<file path="src/hw/rtl/fms_pkg.sv">
// ----------------------------------------------------------------------------
// fms_pkg
// shared types, codes and arithmetic helpers of the flight mode sequencer
// ----------------------------------------------------------------------------
package fms_pkg;

    localparam int ALT_MAX   = 100;
    localparam int FULL_TURN = 360;
    localparam int HALF_TURN = 180;

    localparam logic [1:0] MODE_IDLE    = 2'd0;
    localparam logic [1:0] MODE_TAKEOFF = 2'd1;
    localparam logic [1:0] MODE_FLYING  = 2'd2;
    localparam logic [1:0] MODE_LANDING = 2'd3;

    localparam logic [1:0] SLIDE_NONE     = 2'd0;
    localparam logic [1:0] SLIDE_PUSHED   = 2'd1;
    localparam logic [1:0] SLIDE_RELEASED = 2'd2;

    localparam logic [2:0] REG_TAKEOFF_ALT     = 3'd0;
    localparam logic [2:0] REG_LANDING_FLOOR   = 3'd1;
    localparam logic [2:0] REG_ALT_TOL         = 3'd2;
    localparam logic [2:0] REG_TAKEOFF_YAW_TOL = 3'd3;
    localparam logic [2:0] REG_LANDING_YAW_TOL = 3'd4;
    localparam logic [2:0] REG_SEARCH_YAW_STEP = 3'd5;
    localparam logic [2:0] REG_USER_ALT_STEP   = 3'd6;
    localparam logic [2:0] REG_DESCENT_STEP    = 3'd7;

    typedef struct packed {
        logic [6:0] takeoff_altitude;
        logic [6:0] landing_floor_altitude;
        logic [6:0] altitude_tolerance;
        logic [7:0] takeoff_yaw_tolerance;
        logic [7:0] landing_yaw_tolerance;
        logic [8:0] search_yaw_step;
        logic [6:0] user_altitude_step;
        logic [6:0] descent_step;
    } cfg_t;

    typedef struct packed {
        logic signed [9:0] current_altitude;
        logic [8:0]        current_heading;
        logic [1:0]        slide_event;
        logic              up_pressed;
        logic              down_pressed;
        logic              right_pressed;
        logic              left_pressed;
        logic              heading_calibrated;
    } poll_t;

    typedef struct packed {
        logic [1:0] mode;
        logic       just_entered;
        logic [6:0] goal_altitude;
        logic [8:0] goal_heading;
        logic [7:0] heading_count;
        logic [7:0] altitude_count;
        logic       flight_active;
    } state_t;

    typedef struct packed {
        logic [1:0] mode;
        logic [6:0] target_altitude;
        logic [8:0] target_heading;
        logic       motors_enabled;
        logic       reset_controllers;
        logic       calibrate_altimeter;
        logic       stop_heading_reference;
    } result_t;

    // |a - b| with the difference wrapped into -179..180
    function automatic logic [7:0] heading_err(input logic [8:0] a, input logic [8:0] b);
        logic signed [10:0] d;
        d = $signed({2'b00, a}) - $signed({2'b00, b});
        if (d < 0) begin
            d = d + 11'sd360;
        end
        if (d < 0) begin
            d = d + 11'sd360;
        end
        if (d > 11'(HALF_TURN)) begin
            d = d - 11'sd360;
        end
        if (d < 0) begin
            d = -d;
        end
        return d[7:0];
    endfunction

    // (a + b) mod 360 for a below 360 and b at most 360
    function automatic logic [8:0] heading_add(input logic [8:0] a, input logic [8:0] b);
        logic [9:0] s;
        s = {1'b0, a} + {1'b0, b};
        if (s >= 10'(FULL_TURN)) begin
            s = s - 10'(FULL_TURN);
        end
        return s[8:0];
    endfunction

    function automatic logic [6:0] clamp_alt(input logic signed [9:0] v);
        logic [6:0] r;
        if (v > 10'sd100) begin
            r = 7'(ALT_MAX);
        end else if (v < 0) begin
            r = 7'd0;
        end else begin
            r = v[6:0];
        end
        return r;
    endfunction

    function automatic logic [10:0] alt_err(input logic [6:0] goal,
                                            input logic signed [9:0] alt);
        logic signed [10:0] d;
        d = $signed({4'b0000, goal}) - $signed({alt[9], alt});
        if (d < 0) begin
            d = -d;
        end
        return d;
    endfunction

    function automatic logic [7:0] sat_inc(input logic [7:0] c);
        return (c == 8'hFF) ? 8'hFF : c + 8'd1;
    endfunction

endpackage

</file>
<file path="src/hw/rtl/fms_cfg_regs.sv">
// ----------------------------------------------------------------------------
// fms_cfg_regs
// configuration register file, written over its own valid/ready channel
// ----------------------------------------------------------------------------
module fms_cfg_regs (
    input  logic          aclk,
    input  logic          aresetn,
    input  logic          cfg_valid,
    output logic          cfg_ready,
    input  logic [2:0]    cfg_index,
    input  logic [8:0]    cfg_data,
    output fms_pkg::cfg_t cfg
);

    fms_pkg::cfg_t cfg_reg;

    assign cfg_ready = 1'b1;
    assign cfg       = cfg_reg;

    always_ff @(posedge aclk) begin
        if (!aresetn) begin
            cfg_reg.takeoff_altitude       <= 7'd10;
            cfg_reg.landing_floor_altitude <= 7'd5;
            cfg_reg.altitude_tolerance     <= 7'd5;
            cfg_reg.takeoff_yaw_tolerance  <= 8'd5;
            cfg_reg.landing_yaw_tolerance  <= 8'd5;
            cfg_reg.search_yaw_step        <= 9'd15;
            cfg_reg.user_altitude_step     <= 7'd10;
            cfg_reg.descent_step           <= 7'd5;
        end else if (cfg_valid) begin
            case (cfg_index)
                fms_pkg::REG_TAKEOFF_ALT:     cfg_reg.takeoff_altitude       <= cfg_data[6:0];
                fms_pkg::REG_LANDING_FLOOR:   cfg_reg.landing_floor_altitude <= cfg_data[6:0];
                fms_pkg::REG_ALT_TOL:         cfg_reg.altitude_tolerance     <= cfg_data[6:0];
                fms_pkg::REG_TAKEOFF_YAW_TOL: cfg_reg.takeoff_yaw_tolerance  <= cfg_data[7:0];
                fms_pkg::REG_LANDING_YAW_TOL: cfg_reg.landing_yaw_tolerance  <= cfg_data[7:0];
                fms_pkg::REG_SEARCH_YAW_STEP: cfg_reg.search_yaw_step        <= cfg_data;
                fms_pkg::REG_USER_ALT_STEP:   cfg_reg.user_altitude_step     <= cfg_data[6:0];
                fms_pkg::REG_DESCENT_STEP:    cfg_reg.descent_step           <= cfg_data[6:0];
                default: begin
                end
            endcase
        end
    end

endmodule

</file>
<file path="src/hw/rtl/fms_poll_logic.sv">
// ----------------------------------------------------------------------------
// fms_poll_logic
// single-pass step logic: one poll and the current state give the next state
// and the result of the poll
// ----------------------------------------------------------------------------
module fms_poll_logic #(
    parameter int HEADING_SETTLE_POLLS  = 10,
    parameter int ALTITUDE_SETTLE_POLLS = 10,
    parameter int USER_HEADING_STEP     = 15
) (
    input  fms_pkg::state_t  st,
    input  fms_pkg::poll_t   poll,
    input  fms_pkg::cfg_t    cfg,
    output fms_pkg::state_t  st_next,
    output fms_pkg::result_t res
);

    localparam logic [7:0] HEADING_LIMIT  = 8'(HEADING_SETTLE_POLLS);
    localparam logic [7:0] ALTITUDE_LIMIT = 8'(ALTITUDE_SETTLE_POLLS);
    localparam int         USTEP_INT      = USER_HEADING_STEP % fms_pkg::FULL_TURN;
    localparam logic [8:0] RIGHT_STEP     = 9'(USTEP_INT);
    localparam logic [8:0] LEFT_STEP      = 9'(fms_pkg::FULL_TURN - USTEP_INT);

    logic        pushed;
    logic        released;
    logic [8:0]  search_step;
    logic [7:0]  herr_goal;
    logic [7:0]  herr_zero;
    logic [9:0]  land_sum;
    logic [7:0]  cnt;
    logic        pulse_reset;
    logic        pulse_cal;
    logic        pulse_stop;
    logic [1:0]  mode_n;
    fms_pkg::state_t nxt;

    assign pushed    = (poll.slide_event == fms_pkg::SLIDE_PUSHED);
    assign released  = (poll.slide_event == fms_pkg::SLIDE_RELEASED);
    assign herr_goal = fms_pkg::heading_err(st.goal_heading, poll.current_heading);
    assign herr_zero = fms_pkg::heading_err(9'd0, poll.current_heading);
    assign land_sum  = {1'b0, st.goal_heading} + {1'b0, search_step};

    always_comb begin
        if (cfg.search_yaw_step >= 9'(fms_pkg::FULL_TURN)) begin
            search_step = cfg.search_yaw_step - 9'(fms_pkg::FULL_TURN);
        end else begin
            search_step = cfg.search_yaw_step;
        end
    end

    always_comb begin
        nxt         = st;
        mode_n      = st.mode;
        pulse_reset = 1'b0;
        pulse_cal   = 1'b0;
        pulse_stop  = 1'b0;
        cnt         = 8'd0;
        case (st.mode)
            fms_pkg::MODE_IDLE: begin
                if (st.just_entered) begin
                    nxt.flight_active = 1'b0;
                end
                if (pushed) begin
                    pulse_reset       = 1'b1;
                    nxt.goal_altitude = fms_pkg::clamp_alt({3'b000, cfg.takeoff_altitude});
                    mode_n            = fms_pkg::MODE_TAKEOFF;
                end
            end
            fms_pkg::MODE_TAKEOFF: begin
                if (st.just_entered) begin
                    pulse_cal         = 1'b1;
                    nxt.flight_active = 1'b1;
                    nxt.goal_altitude = fms_pkg::clamp_alt({3'b000, cfg.takeoff_altitude});
                    nxt.heading_count = 8'd0;
                end
                if (released) begin
                    mode_n = fms_pkg::MODE_IDLE;
                end else if (poll.heading_calibrated) begin
                    nxt.goal_heading = 9'd0;
                    pulse_stop       = 1'b1;
                    mode_n           = fms_pkg::MODE_FLYING;
                end else if (herr_goal < cfg.takeoff_yaw_tolerance &&
                             fms_pkg::alt_err(nxt.goal_altitude, poll.current_altitude)
                             < {4'b0000, cfg.altitude_tolerance}) begin
                    cnt               = fms_pkg::sat_inc(nxt.heading_count);
                    nxt.heading_count = cnt;
                    if (cnt > HEADING_LIMIT) begin
                        nxt.goal_heading = fms_pkg::heading_add(st.goal_heading, search_step);
                    end
                end else begin
                    nxt.heading_count = 8'd0;
                end
            end
            fms_pkg::MODE_FLYING: begin
                if (released) begin
                    mode_n = fms_pkg::MODE_LANDING;
                end else begin
                    if (poll.up_pressed) begin
                        nxt.goal_altitude = fms_pkg::clamp_alt(
                            $signed({2'b00, {1'b0, nxt.goal_altitude}
                                            + {1'b0, cfg.user_altitude_step}}));
                    end
                    if (poll.down_pressed) begin
                        nxt.goal_altitude = fms_pkg::clamp_alt(
                            $signed({3'b000, nxt.goal_altitude})
                            - $signed({3'b000, cfg.user_altitude_step}));
                    end
                    if (poll.right_pressed) begin
                        nxt.goal_heading = fms_pkg::heading_add(nxt.goal_heading, RIGHT_STEP);
                    end
                    if (poll.left_pressed) begin
                        nxt.goal_heading = fms_pkg::heading_add(nxt.goal_heading, LEFT_STEP);
                    end
                end
            end
            fms_pkg::MODE_LANDING: begin
                if (st.just_entered) begin
                    nxt.heading_count  = 8'd0;
                    nxt.altitude_count = 8'd0;
                end
                if (pushed) begin
                    mode_n = fms_pkg::MODE_FLYING;
                end else begin
                    if (herr_goal < cfg.landing_yaw_tolerance) begin
                        cnt               = fms_pkg::sat_inc(nxt.heading_count);
                        nxt.heading_count = cnt;
                        if (cnt > HEADING_LIMIT && st.goal_heading != 9'd0) begin
                            if (st.goal_heading < 9'(fms_pkg::HALF_TURN)) begin
                                if (st.goal_heading < search_step) begin
                                    nxt.goal_heading = 9'd0;
                                end else begin
                                    nxt.goal_heading = st.goal_heading - search_step;
                                end
                            end else if (land_sum >= 10'(fms_pkg::FULL_TURN)) begin
                                nxt.goal_heading = 9'd0;
                            end else begin
                                nxt.goal_heading = land_sum[8:0];
                            end
                        end
                    end else begin
                        nxt.heading_count = 8'd0;
                    end
                    if (herr_zero < cfg.landing_yaw_tolerance) begin
                        if (poll.current_altitude
                            <= $signed({3'b000, cfg.landing_floor_altitude})) begin
                            mode_n = fms_pkg::MODE_IDLE;
                        end else if (fms_pkg::alt_err(st.goal_altitude, poll.current_altitude)
                                     < {4'b0000, cfg.altitude_tolerance}) begin
                            nxt.altitude_count = fms_pkg::sat_inc(nxt.altitude_count);
                            if (nxt.altitude_count > ALTITUDE_LIMIT) begin
                                nxt.goal_altitude = fms_pkg::clamp_alt(
                                    $signed({3'b000, st.goal_altitude})
                                    - $signed({3'b000, cfg.descent_step}));
                            end
                        end else begin
                            nxt.altitude_count = 8'd0;
                        end
                    end
                end
            end
            default: begin
            end
        endcase
        nxt.just_entered = (mode_n != st.mode);
        nxt.mode         = mode_n;
    end

    assign st_next = nxt;

    assign res.mode                   = nxt.mode;
    assign res.target_altitude        = nxt.goal_altitude;
    assign res.target_heading         = nxt.goal_heading;
    assign res.motors_enabled         = nxt.flight_active;
    assign res.reset_controllers      = pulse_reset;
    assign res.calibrate_altimeter    = pulse_cal;
    assign res.stop_heading_reference = pulse_stop;

endmodule

</file>
<file path="src/hw/rtl/flight_mode_sequencer.sv">
// ----------------------------------------------------------------------------
// flight_mode_sequencer
// four-mode flight sequencer (idle, taking off, flying, landing) driven by polls
// ----------------------------------------------------------------------------
// One poll is accepted every clock cycle while the result side does not stall.
// A poll is captured in an input register, runs through the step logic and its
// result is loaded into the output register, from which it is presented; the
// input and output registers hold items while the result side stalls. The mode,
// goal altitude, goal heading and both settle counters are updated as each poll
// passes the step logic. Configuration is written over the cfg channel, which is
// always ready, and takes effect from the next poll.
// ----------------------------------------------------------------------------
module flight_mode_sequencer #(
    parameter int HEADING_SETTLE_POLLS  = 10,
    parameter int ALTITUDE_SETTLE_POLLS = 10,
    parameter int USER_HEADING_STEP     = 15
) (
    input  logic              aclk,
    input  logic              aresetn,

    input  logic              cfg_valid,
    output logic              cfg_ready,
    input  logic [2:0]        cfg_index,
    input  logic [8:0]        cfg_data,

    input  logic              s_valid,
    output logic              s_ready,
    input  logic signed [9:0] s_current_altitude,
    input  logic [8:0]        s_current_heading,
    input  logic [1:0]        s_slide_event,
    input  logic              s_up_pressed,
    input  logic              s_down_pressed,
    input  logic              s_right_pressed,
    input  logic              s_left_pressed,
    input  logic              s_heading_calibrated,

    output logic              m_valid,
    input  logic              m_ready,
    output logic [1:0]        m_mode,
    output logic [6:0]        m_target_altitude,
    output logic [8:0]        m_target_heading,
    output logic              m_motors_enabled,
    output logic              m_reset_controllers,
    output logic              m_calibrate_altimeter,
    output logic              m_stop_heading_reference
);

    fms_pkg::cfg_t    cfg;
    fms_pkg::poll_t   poll_reg;
    fms_pkg::state_t  state_reg;
    fms_pkg::state_t  state_next;
    fms_pkg::result_t res_next;
    fms_pkg::result_t res_reg;
    logic             in_valid_reg;
    logic             out_valid_reg;
    logic             advance;

    fms_cfg_regs u_cfg (
        .aclk      (aclk),
        .aresetn   (aresetn),
        .cfg_valid (cfg_valid),
        .cfg_ready (cfg_ready),
        .cfg_index (cfg_index),
        .cfg_data  (cfg_data),
        .cfg       (cfg)
    );

    fms_poll_logic #(
        .HEADING_SETTLE_POLLS  (HEADING_SETTLE_POLLS),
        .ALTITUDE_SETTLE_POLLS (ALTITUDE_SETTLE_POLLS),
        .USER_HEADING_STEP     (USER_HEADING_STEP)
    ) u_step (
        .st      (state_reg),
        .poll    (poll_reg),
        .cfg     (cfg),
        .st_next (state_next),
        .res     (res_next)
    );

    // poll moves on when the result register is free or being drained
    assign advance = in_valid_reg && (!out_valid_reg || m_ready);
    assign s_ready = !in_valid_reg || advance;

    always_ff @(posedge aclk) begin
        if (!aresetn) begin
            in_valid_reg <= 1'b0;
        end else if (s_ready) begin
            in_valid_reg <= s_valid;
        end
    end

    always_ff @(posedge aclk) begin
        if (s_ready && s_valid) begin
            poll_reg.current_altitude   <= s_current_altitude;
            poll_reg.current_heading    <= s_current_heading;
            poll_reg.slide_event        <= s_slide_event;
            poll_reg.up_pressed         <= s_up_pressed;
            poll_reg.down_pressed       <= s_down_pressed;
            poll_reg.right_pressed      <= s_right_pressed;
            poll_reg.left_pressed       <= s_left_pressed;
            poll_reg.heading_calibrated <= s_heading_calibrated;
        end
    end

    always_ff @(posedge aclk) begin
        if (!aresetn) begin
            state_reg.mode           <= fms_pkg::MODE_IDLE;
            state_reg.just_entered   <= 1'b1;
            state_reg.goal_altitude  <= 7'd0;
            state_reg.goal_heading   <= 9'd0;
            state_reg.heading_count  <= 8'd0;
            state_reg.altitude_count <= 8'd0;
            state_reg.flight_active  <= 1'b0;
        end else if (advance) begin
            state_reg <= state_next;
        end
    end

    always_ff @(posedge aclk) begin
        if (!aresetn) begin
            out_valid_reg <= 1'b0;
        end else if (advance) begin
            out_valid_reg <= 1'b1;
        end else if (m_ready) begin
            out_valid_reg <= 1'b0;
        end
    end

    always_ff @(posedge aclk) begin
        if (advance) begin
            res_reg <= res_next;
        end
    end

    assign m_valid                  = out_valid_reg;
    assign m_mode                   = res_reg.mode;
    assign m_target_altitude        = res_reg.target_altitude;
    assign m_target_heading         = res_reg.target_heading;
    assign m_motors_enabled         = res_reg.motors_enabled;
    assign m_reset_controllers      = res_reg.reset_controllers;
    assign m_calibrate_altimeter    = res_reg.calibrate_altimeter;
    assign m_stop_heading_reference = res_reg.stop_heading_reference;

endmodule

</file>
<file path="config.mk">
export PLATFORM = sky130hd
export DESIGN_NAME = flight_mode_sequencer
export DESIGN_NICKNAME = d
export VERILOG_FILES = /design/src/hw/rtl/fms_pkg.sv /design/src/hw/rtl/fms_cfg_regs.sv /design/src/hw/rtl/fms_poll_logic.sv /design/src/hw/rtl/flight_mode_sequencer.sv
export SDC_FILE = /design/constraint.sdc
export NUM_CORES = 1
export LEC_CHECK = 0
export BUFFER_PORTS_ARGS = -buffer_cell sky130_fd_sc_hd__buf_2
export CAP_MARGIN = 20
export CORE_MARGIN = 4
export CORE_UTILIZATION = 35
export DETAILED_ROUTE_END_ITERATION = 8
export GPL_ROUTABILITY_DRIVEN = 0
export HOLD_SLACK_MARGIN = 0.06
export PLACE_DENSITY = 0.49
export REMOVE_ABC_BUFFERS = 1
export SYNTH_ARGS = -nofsm -noshare
export SYNTH_HDL_FRONTEND = slang
export SYNTH_HIERARCHICAL = 1
export SYNTH_SLANG_ARGS = --single-unit
</file>
<file path="constraint.sdc">
create_clock -name aclk -period 21.5 [get_ports aclk]
set_input_delay 4.3 -clock aclk [delete_from_list [all_inputs] [get_ports aclk]]
set_output_delay 4.3 -clock aclk [all_outputs]
set_load 0.1 [all_outputs]
</file>
==> results.ini <==
[run_status]
status = finished, final reports clean

[clocking]
clkSinkCount = 146
clock-root-buffer = clkbuf_16
clk_pin_slew_ns = 0.07
cts_made_buffers = 17
cts_hold_buf = 0
cts_tree = yes
ctsResizeCount = 0
htree_levels = 4
clk_latency_ns = 0.49
post_cts_buffers = 0
cts_max_path_buffers = 2

[setup_path]
r2r-start = state_reg[17]
worstPathCellList = buf_2 > nor2b_4 > nand2_1 > buf_2
crit_arrival_ns = 5.01
crit_top_cell = buf_2
cpPeakStageDelay_ns = 0.29
worstPathMaxFanout = 6
rrSetupSlack_ns = 12.41
timing_worst_setup_path_type = in -> out
end_kind = primary output
cpMaxStageDelayCell = buf_2
worstPathRequired_ns = 17.20
reg2reg_to = state_reg[24]
reg2reg_depth = 31
worst_setup_path_start_kind = input pin

[synthesis]
synthCells = 2003
synthDistinctLibCells = 101
syn_area_sq_um = 15600
async_flop_share_pct = 0
ys_seq_elements = 146
synthFlopType = dfxtp_1
synth-seq-area-share_pct = 21.9
synth_edf_count = 48
yosys_warnings = 6
postSynthAreaPerCell_sq_um = 7.76

[power]
p_leak_uw = 0.00689
p_seq_share_pct = 30.7
p_sw_share_pct = 37.7
pwr-share-comb_pct = 37.0
ir_drop_uv = 39.2
power_switching_uw = 373
internal-power_uw = 618
clkPwrFrac_pct = 32.3
finalPower_uw = 991
p_per_area_nw_per_um2 = 59.3

[floorplan]
core_sq_um = 43500
die_area_sq_um = 47900
row_count = 76
initial_core_util_pct = 35.8
io_pins = 68
die_h_um = 219
fp.dieW_um = 219

[sta]
rsz0062_at_grt = false
tightest_slew_ns = 1.09
clock.fmax_ghz = 0.107
setup_viol = 0
fin_crit_sh_pct = 43.3
clock_skew_ns = 0.0166
drv_slew = 0
fin_ws_ns = 12.19
max_slew_margin_pct = 26.9
fin_crit_ns = 9.31
finalSetupTns_ns = 0
finalHoldViolations = 0

[routing]
vias = 14400
ant_nets = 0
drt-total-wl_mm = 47.7
firstDrtPassIters = 5
viasPerCell = 5.59
wl_per_cell_um = 18.5
drt_iter0_markers = 1106
drc_errors = 0

[global_routing]
track_usage_pct = 20.0
grt_pass1_vias = 13600
grt_first_pass_wirelength_mm = 75.6
grt_max_degree = 71
globalRoute.totalOverflow = 0
antenna_found_initial = 0

[cells_and_area]
nets = 2167
drive_gt1_share_pct = 8.05
antenna_cells = 0
fin_cells = 2586
area_delta_synth_final_pct = 7.44
largest_reg_flops = 60

[min_path]
hold-path-cell-count = 2
min_from = state_reg[0]
hold_path.class = reg -> reg
hold_end = state_reg[0]

[place]
post-place-ws_ns = 12.18
io_buffers = 66
dp_hpwl_mm = 35.7
dp_cells = 2552

[run]
drv_cap = 0

[cells in the mapped netlist, types with 12 or more instances]
master | instances | area, sq um
edfxtp_1 | 48 | 1440
mux2i_1 | 118 | 1180
ha_1 | 128 | 1600
nor2b_1 | 61 | 382
nand2b_1 | 28 | 175
dfxtp_1 | 98 | 1960
a21o_1 | 29 | 218
nor2_1 | 132 | 495
o21bai_1 | 13 | 97.6
and2_1 | 13 | 81.3
o31ai_1 | 19 | 143
a21oi_1 | 118 | 591
inv_1 | 147 | 552
a31oi_1 | 19 | 119
o21ai_0 | 133 | 666
o211ai_1 | 19 | 143
mux2_2 | 12 | 135
buf_2 | 18 | 90.1
xor2_1 | 26 | 228
nand2_1 | 254 | 953
buf_4 | 24 | 180
or3_1 | 18 | 113
nand3_1 | 48 | 240
nor3_1 | 39 | 195
a211oi_1 | 27 | 203
xnor2_1 | 74 | 648
o21a_1 | 17 | 128
clkbuf_1 | 60 | 225
and3_1 | 17 | 106
[logic make-up (layout without fill, tap and decap cells)]
| family | Yosys count | in the layout | synth area share, % |
|---|---|---|---|
| simple gates | 689 | 689 | 22.0 |
| compound gates | 534 | 534 | 22.9 |
| buf+inv | 266 | 264 | 7.70 |
| xor+xnor | 100 | 100 | 5.63 |
| mux | 131 | 131 | 8.54 |
| other cells | 1 | 1 | 0.0241 |
| flops | 146 | 146 | 21.9 |
| fa+ha+maj | 136 | 136 | 11.3 |
[how the worst max path moves through the flow]
| stage | to | cells past startpoint | slack, ns | start |
|---|---|---|---|---|
| after floorplan | s_ready | 2 | 12.12 | m_ready |
| after global placement | s_ready | 4 | 12.17 | m_ready |
| after detailed placement | s_ready | 4 | 12.18 | m_ready |
| after CTS | s_ready | 4 | 12.18 | m_ready |
| after global routing | state_reg[24] | 32 | 11.69 | state_reg[17] |
| final | s_ready | 4 | 12.19 | m_ready |
[cells in the final DEF (no fill, tap or decap), drive strengths merged, types with 29 or more instances in the layout]
cell and count:
nand3 48, edfxtp 48, ha 128, mux2i 118, nor2b 62, nor3 40
a21oi 118, o21ai 134, a21o 29, buf 82, xnor2 74, nand2 255
inv 154, a211oi 29, nor2 133, dfxtp 98
[metal layers]
layer  vias up  part of all wire, %  GRT usage [%]
met4         0                  2.4           6.78
li1       7153                    -              -
met1      6876                   49           27.7
met2       364                   45           31.5
met5         -                    0              0
met3        56                  4.3           3.39
[area by class of cell]
cell class	instances	area (sq um)
clock buffers	19	464
clock inverters	13	146
fillers	4486	26700
inverters	150	563
multi-input cells	1591	11000
flip-flops and latches	146	3400
well taps	585	732
repair buffers	82	448
[power by group through the flow]
stage | clock network (uW) | logic, uW | registers, uW
after global placement | 0 | 358 | 310
after global routing | 342 | 416 | 306
final | 320 | 367 | 304
after CTS | 332 | 368 | 304
after detailed placement | 0 | 365 | 310
after floorplan | 0 | 255 | 323
[worst max-delay path: cells and delay by family]
kind | cells | cell delay (ns)
buf+inv | 2 | 0.40
simple gates | 2 | 0.30
[metrics by stage]
step | hold WS [ns] | utilization (%) | area [sq um]
5_1_grt | 0.477 | 38.5 | 16700
3_3_place_gp | 0.443 | 37.0 | 16100
3_5_place_dp | 0.453 | 37.0 | 16100
2_1_floorplan | 0.431 | - | 14900
4_1_cts | 0.465 | 38.4 | 16700
6_report | 0.460 | 38.5 | 16700
No activity file was read; power rests on OpenSTA's default activity.
